File: src/design/rcpp_pkg.sv
`default_nettype none

package rcpp_pkg;

    // Configuration register indexes
    localparam logic [2:0] REG_COLOR_MODE  = 3'd0;
    localparam logic [2:0] REG_PAGE_WIDTH  = 3'd1;
    localparam logic [2:0] REG_PAGE_HEIGHT = 3'd2;
    localparam logic [2:0] REG_LEFT_OFFSET = 3'd3;
    localparam logic [2:0] REG_TOP_OFFSET  = 3'd4;
    localparam logic [2:0] REG_MARGIN_DOTS = 3'd5;

    localparam int CFG_DATA_W  = 13;
    localparam int CFG_INDEX_W = 3;

    localparam logic        RST_COLOR_MODE  = 1'b1;
    localparam logic [12:0] RST_PAGE_WIDTH  = 13'd5100;
    localparam logic [12:0] RST_PAGE_HEIGHT = 13'd6600;
    localparam logic [12:0] RST_LEFT_OFFSET = 13'd0;
    localparam logic [12:0] RST_TOP_OFFSET  = 13'd0;
    localparam logic [7:0]  RST_MARGIN_DOTS = 8'd97;

    localparam logic [7:0] INK_FULL = 8'd255;

    typedef struct packed {
        logic [12:0] column;
        logic [12:0] row_index;
        logic [7:0]  red_or_gray;
        logic [7:0]  green;
        logic [7:0]  blue;
    } t_in_word;

    typedef struct packed {
        logic        write_enable;
        logic [27:0] address;
        logic [7:0]  black;
        logic [7:0]  cyan;
        logic [7:0]  magenta;
        logic [7:0]  yellow;
    } t_out_word;

    typedef struct packed {
        logic        color_mode;
        logic [12:0] page_width;
        logic [12:0] page_height;
        logic [12:0] left_offset;
        logic [12:0] top_offset;
        logic [7:0]  margin_dots;
    } t_cfg;

    // One lane of the restoring divider: partial remainder, dividend bits
    // not yet shifted in (msb first), quotient bits so far.
    typedef struct packed {
        logic [7:0] rem;
        logic [7:0] low;
        logic [7:0] quo;
    } t_div_lane;

    // Per-stage load enables of the three inner pipeline stages.
    typedef struct packed {
        logic s2;
        logic s3;
        logic s4;
    } t_stage_en;

    // Two restoring division steps. Remainder stays below the divisor.
    // A zero divisor always subtracts, so a zero dividend gives all ones.
    function automatic t_div_lane div2(input t_div_lane cur, input logic [7:0] den);
        t_div_lane  nxt;
        logic [8:0] t;
        nxt = cur;
        for (int i = 0; i < 2; i++) begin
            t       = {nxt.rem, nxt.low[7]};
            nxt.low = {nxt.low[6:0], 1'b0};
            if (t >= {1'b0, den}) begin
                nxt.rem = 8'(t - {1'b0, den});
                nxt.quo = {nxt.quo[6:0], 1'b1};
            end else begin
                nxt.rem = t[7:0];
                nxt.quo = {nxt.quo[6:0], 1'b0};
            end
        end
        return nxt;
    endfunction

endpackage

`default_nettype wire

File: src/design/rcpp_cfg_regs.sv
`default_nettype none

module rcpp_cfg_regs
    import rcpp_pkg::*;
(
    input  wire logic                   i_clk,
    input  wire logic                   i_rst_n,
    input  wire logic                   i_cfg_we,
    input  wire logic [CFG_INDEX_W-1:0] i_cfg_index,
    input  wire logic [CFG_DATA_W-1:0]  i_cfg_data,
    output t_cfg                        o_cfg
);

    t_cfg r_cfg;

    always_ff @(posedge i_clk) begin
        if (!i_rst_n) begin
            r_cfg.color_mode  <= RST_COLOR_MODE;
            r_cfg.page_width  <= RST_PAGE_WIDTH;
            r_cfg.page_height <= RST_PAGE_HEIGHT;
            r_cfg.left_offset <= RST_LEFT_OFFSET;
            r_cfg.top_offset  <= RST_TOP_OFFSET;
            r_cfg.margin_dots <= RST_MARGIN_DOTS;
        end else if (i_cfg_we) begin
            unique case (i_cfg_index)
                REG_COLOR_MODE:  r_cfg.color_mode  <= i_cfg_data[0];
                REG_PAGE_WIDTH:  r_cfg.page_width  <= i_cfg_data[12:0];
                REG_PAGE_HEIGHT: r_cfg.page_height <= i_cfg_data[12:0];
                REG_LEFT_OFFSET: r_cfg.left_offset <= i_cfg_data[12:0];
                REG_TOP_OFFSET:  r_cfg.top_offset  <= i_cfg_data[12:0];
                REG_MARGIN_DOTS: r_cfg.margin_dots <= i_cfg_data[7:0];
                default: ;  // unused index, write dropped
            endcase
        end
    end

    assign o_cfg = r_cfg;

endmodule

`default_nettype wire

File: src/design/rcpp_ink_div.sv
`default_nettype none

module rcpp_ink_div
    import rcpp_pkg::*;
(
    input  wire logic        i_clk,
    input  wire t_stage_en   i_en,
    input  wire logic [15:0] i_num [3],
    input  wire logic [7:0]  i_den,
    output logic      [7:0]  o_quo [3]
);

    // Quotient < 256 because dividend < 256 * divisor. Two bits per stage.
    t_div_lane  r_s2 [3];
    t_div_lane  r_s3 [3];
    t_div_lane  r_s4 [3];
    logic [7:0] r_den_s2;
    logic [7:0] r_den_s3;
    logic [7:0] r_den_s4;
    t_div_lane  n_s2 [3];
    t_div_lane  w_last [3];

    always_comb begin
        for (int c = 0; c < 3; c++) begin
            n_s2[c]   = div2('{rem: i_num[c][15:8], low: i_num[c][7:0], quo: 8'd0}, i_den);
            w_last[c] = div2(r_s4[c], r_den_s4);
            o_quo[c]  = w_last[c].quo;
        end
    end

    always_ff @(posedge i_clk) begin
        if (i_en.s2) begin
            r_s2     <= n_s2;
            r_den_s2 <= i_den;
        end
        if (i_en.s3) begin
            for (int c = 0; c < 3; c++) r_s3[c] <= div2(r_s2[c], r_den_s2);
            r_den_s3 <= r_den_s2;
        end
        if (i_en.s4) begin
            for (int c = 0; c < 3; c++) r_s4[c] <= div2(r_s3[c], r_den_s3);
            r_den_s4 <= r_den_s3;
        end
    end

endmodule

`default_nettype wire

File: src/design/rcpp_addr_pipe.sv
`default_nettype none

module rcpp_addr_pipe
    import rcpp_pkg::*;
(
    input  wire logic        i_clk,
    input  wire t_stage_en   i_en,
    input  wire logic [13:0] i_dx,
    input  wire logic [13:0] i_dy,
    input  wire logic [13:0] i_stride,
    input  wire logic        i_color,
    output logic      [27:0] o_addr
);

    logic [27:0] r_prod;
    logic [13:0] r_dx_s2;
    logic        r_color_s2;
    logic [27:0] r_addr_s3;
    logic [27:0] r_addr_s4;
    logic [27:0] n_sum;

    // pixel index in the padded buffer, then times plane depth, mod 2^28
    assign n_sum = r_prod + 28'(r_dx_s2) + 28'd1;

    always_ff @(posedge i_clk) begin
        if (i_en.s2) begin
            r_prod     <= 28'(i_dy + 14'd1) * 28'(i_stride);
            r_dx_s2    <= i_dx;
            r_color_s2 <= i_color;
        end
        if (i_en.s3) begin
            r_addr_s3 <= r_color_s2 ? {n_sum[25:0], 2'b00} : n_sum;
        end
        if (i_en.s4) begin
            r_addr_s4 <= r_addr_s3;
        end
    end

    assign o_addr = r_addr_s4;

endmodule

`default_nettype wire

File: src/design/rgb_to_cmyk_page_placer_unit.sv
`default_nettype none

// RGB to CMYK page placer.
// Input channel: i_in_valid / o_in_stall carry one pixel word (column, row,
// R/gray, G, B). Output channel: o_out_valid / i_out_stall carry one result
// word (write_enable, byte address, K, C, M, Y). A word moves at a clock
// edge with valid high and stall low.
// Every input word gives exactly one output word, in order.
// Five register stages: front end (placement, margin test, max, dividends),
// three stages of a 2-bit-per-stage restoring divider for C/M/Y together
// with the address multiply and add, and the output register.
// Throughput: one word per clock, limited only by the output stall.
// When the receiver stalls, the pipeline keeps filling bubbles; o_in_stall
// rises only when all five stages hold words. Nothing is dropped or repeated.
// Config port: i_cfg_we / i_cfg_index / i_cfg_data, one register per write;
// write only while no word is in flight.
// Reset (synchronous, active low) empties the pipeline and loads register
// defaults: color mode, 5100 x 6600 page, zero offsets, 97-dot margin.
module rgb_to_cmyk_page_placer_unit
    import rcpp_pkg::*;
(
    input  wire logic                   i_clk,
    input  wire logic                   i_rst_n,
    input  wire logic                   i_in_valid,
    output logic                        o_in_stall,
    input  wire t_in_word               i_in_word,
    output logic                        o_out_valid,
    input  wire logic                   i_out_stall,
    output t_out_word                   o_out_word,
    input  wire logic                   i_cfg_we,
    input  wire logic [CFG_INDEX_W-1:0] i_cfg_index,
    input  wire logic [CFG_DATA_W-1:0]  i_cfg_data
);

    typedef struct packed {
        logic       printable;
        logic       color;
        logic [7:0] black;
    } t_meta;

    t_cfg        w_cfg;

    // stage valids and ready chain; stage 5 is the output register
    logic [5:1]  r_vld;
    logic [5:1]  w_rdy;
    t_stage_en   w_en;

    // front end
    logic [13:0] n_dx;
    logic [13:0] n_dy;
    logic        n_inside;
    logic [13:0] n_stride;
    logic [7:0]  n_k;
    logic [15:0] n_num [3];
    logic [7:0]  w_diff [3];
    logic [7:0]  w_ch [3];

    logic [13:0] r1_dx;
    logic [13:0] r1_dy;
    logic [13:0] r1_stride;
    logic [7:0]  r1_k;
    logic [15:0] r1_num [3];
    t_meta       r1_meta;
    t_meta       r2_meta;
    t_meta       r3_meta;
    t_meta       r4_meta;
    t_meta       n1_meta;

    logic [7:0]  w_quo [3];
    logic [27:0] w_addr;
    t_out_word   r_out;
    t_out_word   n_out;

    rcpp_cfg_regs u_cfg (
        .i_clk       (i_clk),
        .i_rst_n     (i_rst_n),
        .i_cfg_we    (i_cfg_we),
        .i_cfg_index (i_cfg_index),
        .i_cfg_data  (i_cfg_data),
        .o_cfg       (w_cfg)
    );

    // ready of a stage: empty, or its word moves on this edge
    assign w_rdy[5] = !r_vld[5] || !i_out_stall;
    assign w_rdy[4] = !r_vld[4] || w_rdy[5];
    assign w_rdy[3] = !r_vld[3] || w_rdy[4];
    assign w_rdy[2] = !r_vld[2] || w_rdy[3];
    assign w_rdy[1] = !r_vld[1] || w_rdy[2];
    assign w_en     = '{s2: w_rdy[2], s3: w_rdy[3], s4: w_rdy[4]};
    assign o_in_stall = !w_rdy[1];

    // placement and margin test; dx + m < w is dx < w - m without signs
    always_comb begin
        n_dx     = 14'(i_in_word.column) + 14'(w_cfg.left_offset);
        n_dy     = 14'(i_in_word.row_index) + 14'(w_cfg.top_offset);
        n_inside = (n_dx >= 14'(w_cfg.margin_dots))
                && ((15'(n_dx) + 15'(w_cfg.margin_dots)) < 15'(w_cfg.page_width))
                && (n_dy >= 14'(w_cfg.margin_dots))
                && ((15'(n_dy) + 15'(w_cfg.margin_dots)) < 15'(w_cfg.page_height));
        n_stride = (14'(w_cfg.page_width) + 14'd7) & ~14'd7;
    end

    // k = max channel; dividend (k - ch) * 255 as (d << 8) - d
    always_comb begin
        w_ch[0] = i_in_word.red_or_gray;
        w_ch[1] = i_in_word.green;
        w_ch[2] = i_in_word.blue;
        n_k = i_in_word.red_or_gray;
        if (n_k < i_in_word.green) n_k = i_in_word.green;
        if (n_k < i_in_word.blue)  n_k = i_in_word.blue;
        for (int c = 0; c < 3; c++) begin
            w_diff[c] = n_k - w_ch[c];
            n_num[c]  = {w_diff[c], 8'd0} - {8'd0, w_diff[c]};
        end
        n1_meta.printable = n_inside;
        n1_meta.color     = w_cfg.color_mode;
        n1_meta.black     = w_cfg.color_mode ? (INK_FULL - n_k)
                                             : (INK_FULL - i_in_word.red_or_gray);
    end

    always_ff @(posedge i_clk) begin
        if (!i_rst_n) begin
            r_vld <= '0;
        end else begin
            if (w_rdy[1]) r_vld[1] <= i_in_valid;
            if (w_rdy[2]) r_vld[2] <= r_vld[1];
            if (w_rdy[3]) r_vld[3] <= r_vld[2];
            if (w_rdy[4]) r_vld[4] <= r_vld[3];
            if (w_rdy[5]) r_vld[5] <= r_vld[4];
        end
    end

    always_ff @(posedge i_clk) begin
        if (w_rdy[1]) begin
            r1_dx     <= n_dx;
            r1_dy     <= n_dy;
            r1_stride <= n_stride;
            r1_k      <= n_k;
            r1_num    <= n_num;
            r1_meta   <= n1_meta;
        end
        if (w_rdy[2]) r2_meta <= r1_meta;
        if (w_rdy[3]) r3_meta <= r2_meta;
        if (w_rdy[4]) r4_meta <= r3_meta;
        if (w_rdy[5]) r_out   <= n_out;
    end

    rcpp_ink_div u_div (
        .i_clk (i_clk),
        .i_en  (w_en),
        .i_num (r1_num),
        .i_den (r1_k),
        .o_quo (w_quo)
    );

    rcpp_addr_pipe u_addr (
        .i_clk    (i_clk),
        .i_en     (w_en),
        .i_dx     (r1_dx),
        .i_dy     (r1_dy),
        .i_stride (r1_stride),
        .i_color  (r1_meta.color),
        .o_addr   (w_addr)
    );

    // dropped pixel: all fields zero; gray mode: no color planes
    always_comb begin
        n_out = '0;
        if (r4_meta.printable) begin
            n_out.write_enable = 1'b1;
            n_out.address      = w_addr;
            n_out.black        = r4_meta.black;
            if (r4_meta.color) begin
                n_out.cyan    = w_quo[0];
                n_out.magenta = w_quo[1];
                n_out.yellow  = w_quo[2];
            end
        end
    end

    assign o_out_valid = r_vld[5];
    assign o_out_word  = r_out;

`ifndef SYNTHESIS
    a_stall_only_when_full: assert property (@(posedge i_clk) disable iff (!i_rst_n)
        o_in_stall |-> (o_out_valid && i_out_stall && (&r_vld)))
        else $error("input stalled while pipeline has room");

    a_dropped_is_zero: assert property (@(posedge i_clk) disable iff (!i_rst_n)
        (o_out_valid && !o_out_word.write_enable) |->
        (o_out_word.address == 28'd0 && o_out_word.black == 8'd0
         && o_out_word.cyan == 8'd0 && o_out_word.magenta == 8'd0
         && o_out_word.yellow == 8'd0))
        else $error("dropped pixel carries nonzero fields");

    a_stage4_holds: assert property (@(posedge i_clk) disable iff (!i_rst_n)
        (r_vld[4] && !w_rdy[5]) |=> r_vld[4])
        else $error("stage 4 word lost under stall");

    a_reset_empties: assert property (@(posedge i_clk)
        !i_rst_n |=> !o_out_valid)
        else $error("output valid after reset");
`endif

endmodule

`default_nettype wire

File: config.mk
export PLATFORM = sky130hd
export DESIGN_NAME = rgb_to_cmyk_page_placer_unit
export DESIGN_NICKNAME = d
export VERILOG_FILES = /design/src/design/rcpp_pkg.sv /design/src/design/rcpp_cfg_regs.sv /design/src/design/rcpp_ink_div.sv /design/src/design/rcpp_addr_pipe.sv /design/src/design/rgb_to_cmyk_page_placer_unit.sv
export SDC_FILE = /design/constraint.sdc
export NUM_CORES = 2
export LEC_CHECK = 0
export BUFFER_PORTS_ARGS = -buffer_cell sky130_fd_sc_hd__buf_2
export CAP_MARGIN = 20
export CORE_MARGIN = 3
export CORE_UTILIZATION = 59
export CTS_BUF_LIST = sky130_fd_sc_hd__clkbuf_4 sky130_fd_sc_hd__clkbuf_8
export CTS_CLUSTER_SIZE = 24
export DETAILED_ROUTE_END_ITERATION = 16
export PLACE_DENSITY = 0.84
export SETUP_SLACK_MARGIN = 0.4
export SYNTH_ARGS = -nofsm -noshare
export SYNTH_HDL_FRONTEND = slang
export SYNTH_SLANG_ARGS = --single-unit
File: constraint.sdc
create_clock -name i_clk -period 6.2 [get_ports i_clk]
set_input_delay 0.62 -clock i_clk [delete_from_list [all_inputs] [get_ports i_clk]]
set_output_delay 0.62 -clock i_clk [all_outputs]
set_load 0.02 [all_outputs]
# Word level (Yosys, flattened, before mapping)
# Memory sizes are Yosys's and may differ from the RTL's.
# Index checks and enable logic that the tools add are counted.
# totals
n_memories	2
inputBits	71
ram_bits	126
reg_bits	429
# mem_list
memory	depth	word_bits	read_ports	rd_clocked_by_memory_dff	wr	line	rtl
u_div.r_s4	3	22	3	0	3	rcpp_ink_div.sv:16	t_div_lane r_s4 [3];
u_div.r_s3	3	20	3	0	3	rcpp_ink_div.sv:15	t_div_lane r_s3 [3];
# op_classes
n_mux	73
reduce_logical	23
n_mul	1
eq_ne	5
magnitude_cmp	30
addsub	37
# op_table
cell	count
8-bit 2-to-1 mux	42
9-bit by 8-bit greater-or-equal comparator with 1-bit output	24
8-bit subtractor	24
61-bit 2-to-1 mux	1
16-bit by 8-bit subtractor with 16-bit output	3
14-bit by 8-bit adder with 15-bit output	2
15-bit by 13-bit < comparator with 1-bit output	2
13-bit by 13-bit adder with 14-bit output	2
28-bit by 1-bit adder with 28-bit output (second input constant)	1
28-bit by 14-bit adder with 28-bit output	1
14-bit by 8-bit greater-or-equal comparator with 1-bit output	2
28-bit by 11-bit multiplier with 25-bit output	1
1-bit 2-to-1 mux	28
28-bit 2-to-1 mux	1
24-bit 2-to-1 mux	1
8-bit < comparator	2
8-bit subtractor (first input constant)	2
14-bit by 1-bit adder with 15-bit output (second input constant)	1
13-bit by 3-bit adder with 14-bit output (second input constant)	1
2-bit AND reduction	7
1-bit logical NOT	7
3-bit by 2-bit equality test with 1-bit output (second input constant)	2
3-bit equality test (second input constant)	2
1-bit logical OR	5
other kinds (3)	5

# Depth between registers and ports, before layout
# logic_depth
ltp_word	8
depth_mapped	28

# Modules after synthesis
# Synthesis repeated with hierarchy kept, for this count alone.
# unflattened
cells_unflattened	3876
area_unflattened_um2	41134.5
# by_module_without_submodules
module	area_each_um2	n_inst	cells_per_inst	seq_area_each_um2
rcpp_ink_div	15010.6	1	1442	5044.8
rgb_to_cmyk_page_placer_unit	11867.6	1	1027	5985.7
rcpp_addr_pipe	11851.4	1	1176	2972.9
rcpp_cfg_regs	2404.8	1	231	1221.2

# Least setup slack after synthesis
# OpenSTA, ideal clock, no wires.
# synth_path
kind	input-to-reg
startpoint	input port i_in_word[9] (netlist bit)
endpoint	register r1_num[30] (netlist bit) (data pin)
slack_ns	-0.345
arrival_ns	6.282
path_buffers	1
setup_time_ns	0.262
stages	26
cell_sequence	inv_1 -> ha_1 -> nand2_1 -> o21ai_0 -> a21o_1 -> nor2_1 -> o21ai_1 -> mux2i_1 -> ha_1 -> a21o_1 -> a21o_1 -> a21o_1 -> nor3_1 -> a21oi_4 -> clkbuf_1 -> o21ai_0 -> ha_1 -> nor2b_1 -> o21a_1 -> a311o_1 -> a21o_1 -> a21oi_1 -> xnor2_1 -> xnor2_1 -> a21oi_1 -> or2_2
# synth_rtl
item	line	rtl
start, declared	rgb_to_cmyk_page_placer_unit.sv:26	input wire t_in_word i_in_word,
end signal, assigned	rgb_to_cmyk_page_placer_unit.sv:139	r1_num <= n_num;
end, declared	rgb_to_cmyk_page_placer_unit.sv:62	logic [15:0] r1_num [3];

# Final worst setup path
# layout_path
startpoint	register r1_dy[6]
endpoint	register u_addr.r_prod[27] (data pin)
# layout_between
elab_chain_cells	2
# layout_rtl
item	line	rtl
start, declared	rgb_to_cmyk_page_placer_unit.sv:59	logic [13:0] r1_dy;
start signal, assigned	rgb_to_cmyk_page_placer_unit.sv:136	r1_dy <= n_dy;
14-bit by 1-bit adder with 15-bit output	rcpp_addr_pipe.sv:27	r_prod <= 28'(i_dy + 14'd1) * 28'(i_stride);
28-bit by 11-bit multiplier with 25-bit output	rcpp_addr_pipe.sv:27	
end signal, assigned	rcpp_addr_pipe.sv:27	
end, declared	rcpp_addr_pipe.sv:15	logic [27:0] r_prod;
# Every way passes these cells.
# A chain may end at the register's enable or synchronous reset.

==> run summary <==
CLOCK TREE
------------------------------------------------------------------------------
Clock buffers created by TritonCTS                                          86
CTS HTree Levels                                                             3
Clock tree from TritonCTS                                                built
CTS Sinks                                                                  525
Maximum buffer depth of the clock tree                                       3
Clock-pin slew on the worst setup and hold paths                         60 ps
Root Buffer                                                           clkbuf_8
Clock latency reported for the late side of the worst-skew pair         690 ps
Hold-fix buffers, CTS                                                        0

SYNTHESIS
------------------------------------------------------------------------------
Netlist Area Pre-Place                                               37200 um2
Top-area cell type share of the netlist area                             0.370
Most common flop cell mapped by yosys                                 edfxtp_1
Average footprint of a synthesized cell                               10.6 um2
Post-synthesis net count                                                  4117
Count of flip-flops with a built-in enable after synthesis                 459
Count of different cell masters after synthesis                             71
Gate count of the mapped netlist                                          3509
FFs w/ async S/R, synth                                                      0
Sequential area share after synthesis                                    0.406
Flops & latches, synth                                                     525
Cell types occupying the most area after synthesis                edfxtp_1, ha_1, fa_1, inv_1, mux2_2
Synth area leader                                                     edfxtp_1
Warning count from the yosys run                                             0

GRT
------------------------------------------------------------------------------
Number of global-route vias before repair                                25543
Total Routing Usage GR                                                   0.241
Antenna violations before repair                                             3
Total congestion overflow                                                    0
Maximum number of pins on one net before global-route repair                85
Global-route wire length before repair                               129000 um

TIMING
------------------------------------------------------------------------------
Tcrit/Tclk final                                                         0.975
Worst rel slew slack                                                     0.248
Setup repair after global routing missed its margin                        yes
Post-route setup TNS                                                      0 ps
Max-slew violation count                                                     0
Final hold violation count                                                   0
Clock skew after layout                                                30.2 ps
Final period demand of the worst path                                  6040 ps
Setup-violating endpoint count in the final report                           0
Timing-limited maximum frequency                                       165 MHz
Transition at the pin with the smallest max-transition slack           1130 ps

WORST SETUP PATH
------------------------------------------------------------------------------
Worst endpoint required time                                           6620 ps
Path depth of the worst reg2reg path                                        24
Register-to-register setup slack                                        160 ps
Number of buffers and inverters on the critical path                         5
Nature of the critical path startpoint                                    flop
Crit-path slowest cell                                                    fa_1
Worst endpoint data arrival time                                       6470 ps
Critical path, cell by cell                                       nand4_1 > buf_4 > nor3_4 > nand3_1 > xnor2_1 > nand2_1 > fa_1 > inv_1 > fa_1 > fa_1 > fa_1 > inv_2 > fa_1 > inv_1 > ha_2 > a21o_1 > a21oi_2 > inv_1 > a21o_1 > a21o_1 > nand3_1 > o2111ai_1 > a21oi_1 > xnor2_1
Kind of cell adding the most delay to the critical path            adder cells
Critical register-to-register path startpoint                     r1_dy[6]$_DFFE_PN_
Setup CP Type                                                       reg -> reg
Crit path largest cell delay                                            610 ps
Critical Path Fanout Max                                                     4
FF-to-FF End                                                      u_addr.r_prod[27]$_DFFE_PP_
Setup crit end kind                                                       flop
Cell seen most often among critical-path stages                           fa_1

DETAILED ROUTING
------------------------------------------------------------------------------
DRC errors left                                                              0
Routed WL per cell                                                     17.4 um
Routed via count                                                         26312
Vias per Instance                                                         5.62
Antenna viol nets, final                                                     0
Overall routed net length                                             81500 um
Drt initial violations                                                    1573
DRT Pass-1 Iters                                                             6

PLACEMENT
------------------------------------------------------------------------------
Final estimated routing congestion in global placement                   0.896
Post-DP HPWL                                                          59800 um
Port Buffers                                                               133

FINISH
------------------------------------------------------------------------------
Filler cell count                                                         4456
Ratio of cells with drive above 1 in the final layout                    0.163
Synth-to-layout area growth                                              12.6%
Net count reported at finish                                              4382
Combined area of the multi-input logic cells                         20800 um2
Sequential cell area                                                 15100 um2

FLOORPLANNING
------------------------------------------------------------------------------
Placeable Area                                                       62100 um2
Effective utilization at floorplan                                       0.600
Number of core rows                                                         91
Horizontal extent of the die                                            257 um
Die Y-Extent                                                            257 um
Die ar.                                                              66100 um2
Count of pins on the block boundary                                        134

HOLD PATH
------------------------------------------------------------------------------
Worst min-delay path category                                        in -> reg
Start point of the worst min-delay path                             i_in_valid
Worst hold path depth                                                        2
Endpoint with the worst hold slack                                r_vld[1]$_SDFFE_PN0N_

RUN
------------------------------------------------------------------------------
Reported max-cap violation count                                             0

STATUS
------------------------------------------------------------------------------
Outcome                                                              completed

## timing repair
action,CTS,global route
pin swaps,44,27
setup endpoints to repair,11,40
resized for setup,52,37
setup buffers,24,30
cloned,0,0
hold endpoints to repair,0,0
## cell usage in the layout (no fill, tap or decap), types with 15 or more instances in the layout
master    Yosys  final
nand2b_1     25     25
o211ai_1     25     25
a21o_1       45     45
clkinv_1      0     21
buf_2         0    133
and2_1      128    127
xor2_1       74     70
a21boi_0     77     77
clkbuf_8      0     89
ha_1        394    380
a21oi_1     172    168
mux2i_1      48     48
clkinv_2      0     15
fa_1        143    143
dfxtp_1      66     66
nor3_1       36     30
nor2b_1      68     68
xnor2_1     156    154
and3_1       33     33
nand2_1     351    342
nand4_1      45     45
mux2_2      130    130
inv_1       399    385
buf_4         0    101
edfxtp_1    459    459
o21ai_0     136    131
o21bai_1     36     36
nand3_1      50     44
nor2_1      175    169
## registers in the layout, summed over array words and instances (netlist names), 9 cells and up
| signal | flops |
|---|---|
| o_out_word | 61 |
| u_cfg.o_cfg | 61 |
| r1_num | 48 |
| u_div.r_s2 | 48 |
| u_div.r_s3 | 48 |
| u_div.r_s4 | 48 |
| u_addr.o_addr | 28 |
| u_addr.r_addr_s3 | 28 |
| u_addr.r_prod | 25 |
| r1_dx | 14 |
| r1_dy | 14 |
| u_addr.r_dx_s2 | 14 |
| r1_stride | 11 |
| r1_meta | 10 |
| r3_meta | 10 |
| r4_meta | 10 |
| r2_meta | 9 |
## metal layers
metal | part of all wire | up-vias | track usage
met1 | 0.44 | 12445 | 0.337
li1 | - | 12818 | -
met3 | 0.064 | 183 | 0.0355
met2 | 0.47 | 866 | 0.391
met5 | 0 | - | 0
met4 | 0.028 | 0 | 0.0726
## worst max-delay path by stage
| stage | start | end | slack (ps) | cells after the start |
|---|---|---|---|---|
| after floorplan | i_in_word[9] | r1_num[30]$_DFFE_PN_ | 350 | 26 |
| after global placement | r1_dy[0]$_DFFE_PN_ | u_addr.r_prod[27]$_DFFE_PP_ | 90 | 22 |
| after detailed placement | r1_dy[0]$_DFFE_PN_ | u_addr.r_prod[27]$_DFFE_PP_ | -100 | 22 |
| after CTS | r1_dy[0]$_DFFE_PN_ | u_addr.r_prod[27]$_DFFE_PP_ | 360 | 24 |
| after global routing | r1_dy[6]$_DFFE_PN_ | u_addr.r_prod[27]$_DFFE_PP_ | -10 | 25 |
| final | r1_dy[6]$_DFFE_PN_ | u_addr.r_prod[27]$_DFFE_PP_ | 160 | 24 |
## cells by family (layout without fill, tap and decap cells)
group                    Yosys count  after routing  share of synthesized area
flip-flops                       525            525                      0.406
other                              0              2                          0
AO/OA/AOI/OAI                    613            613                      0.106
adder cells (fa/ha/maj)          537            537                      0.209
XOR/XNOR                         235            235                     0.0563
buffers and inverters            465            798                     0.0469
multiplexers                     178            178                     0.0522
AND/OR/NAND/NOR                  956            956                      0.123
## through the flow
stage | cell area, um2 | utilization | setup WS, ps | instances | hold slack, ps
after global placement | 39200 | 0.631 | 89.5 | 4467 | 400
final | 41900 | 0.675 | 155 | 4681 | 136
after floorplan | 37300 | - | 348 | 3509 | 400
after global routing | 41900 | 0.675 | -14.5 | 4681 | 114
after CTS | 41500 | 0.668 | 362 | 4647 | 84.2
after detailed placement | 39200 | 0.631 | -100 | 4467 | 405
## synthesized netlist by cell type (all sizes together), types with 48 or more instances
| cell | n |
|---|---|
| a21boi | 77 |
| a21oi | 175 |
| and2 | 128 |
| clkbuf | 65 |
| dfxtp | 66 |
| edfxtp | 459 |
| fa | 143 |
| ha | 394 |
| inv | 399 |
| mux2 | 130 |
| mux2i | 48 |
| nand2 | 351 |
| nand3 | 50 |
| nor2 | 175 |
| nor2b | 68 |
| o21ai | 151 |
| xnor2 | 161 |
| xor2 | 74 |
## cell type report
| type | count | share of cell area |
|---|---|---|
| multi-input cells | 2519 | 0.497 |
| repair buffers | 243 | 0.0368 |
| inverters | 399 | 0.0360 |
| clock inverters | 53 | 0.0124 |
| diodes | 2 | 0.000119 |
| flip-flops and latches | 525 | 0.360 |
| clock buffers | 103 | 0.0317 |
| well taps | 837 | 0.0250 |
Power is not shown: default switching activity piles up to over one toggle a cycle in this logic, so the estimate is an artifact.
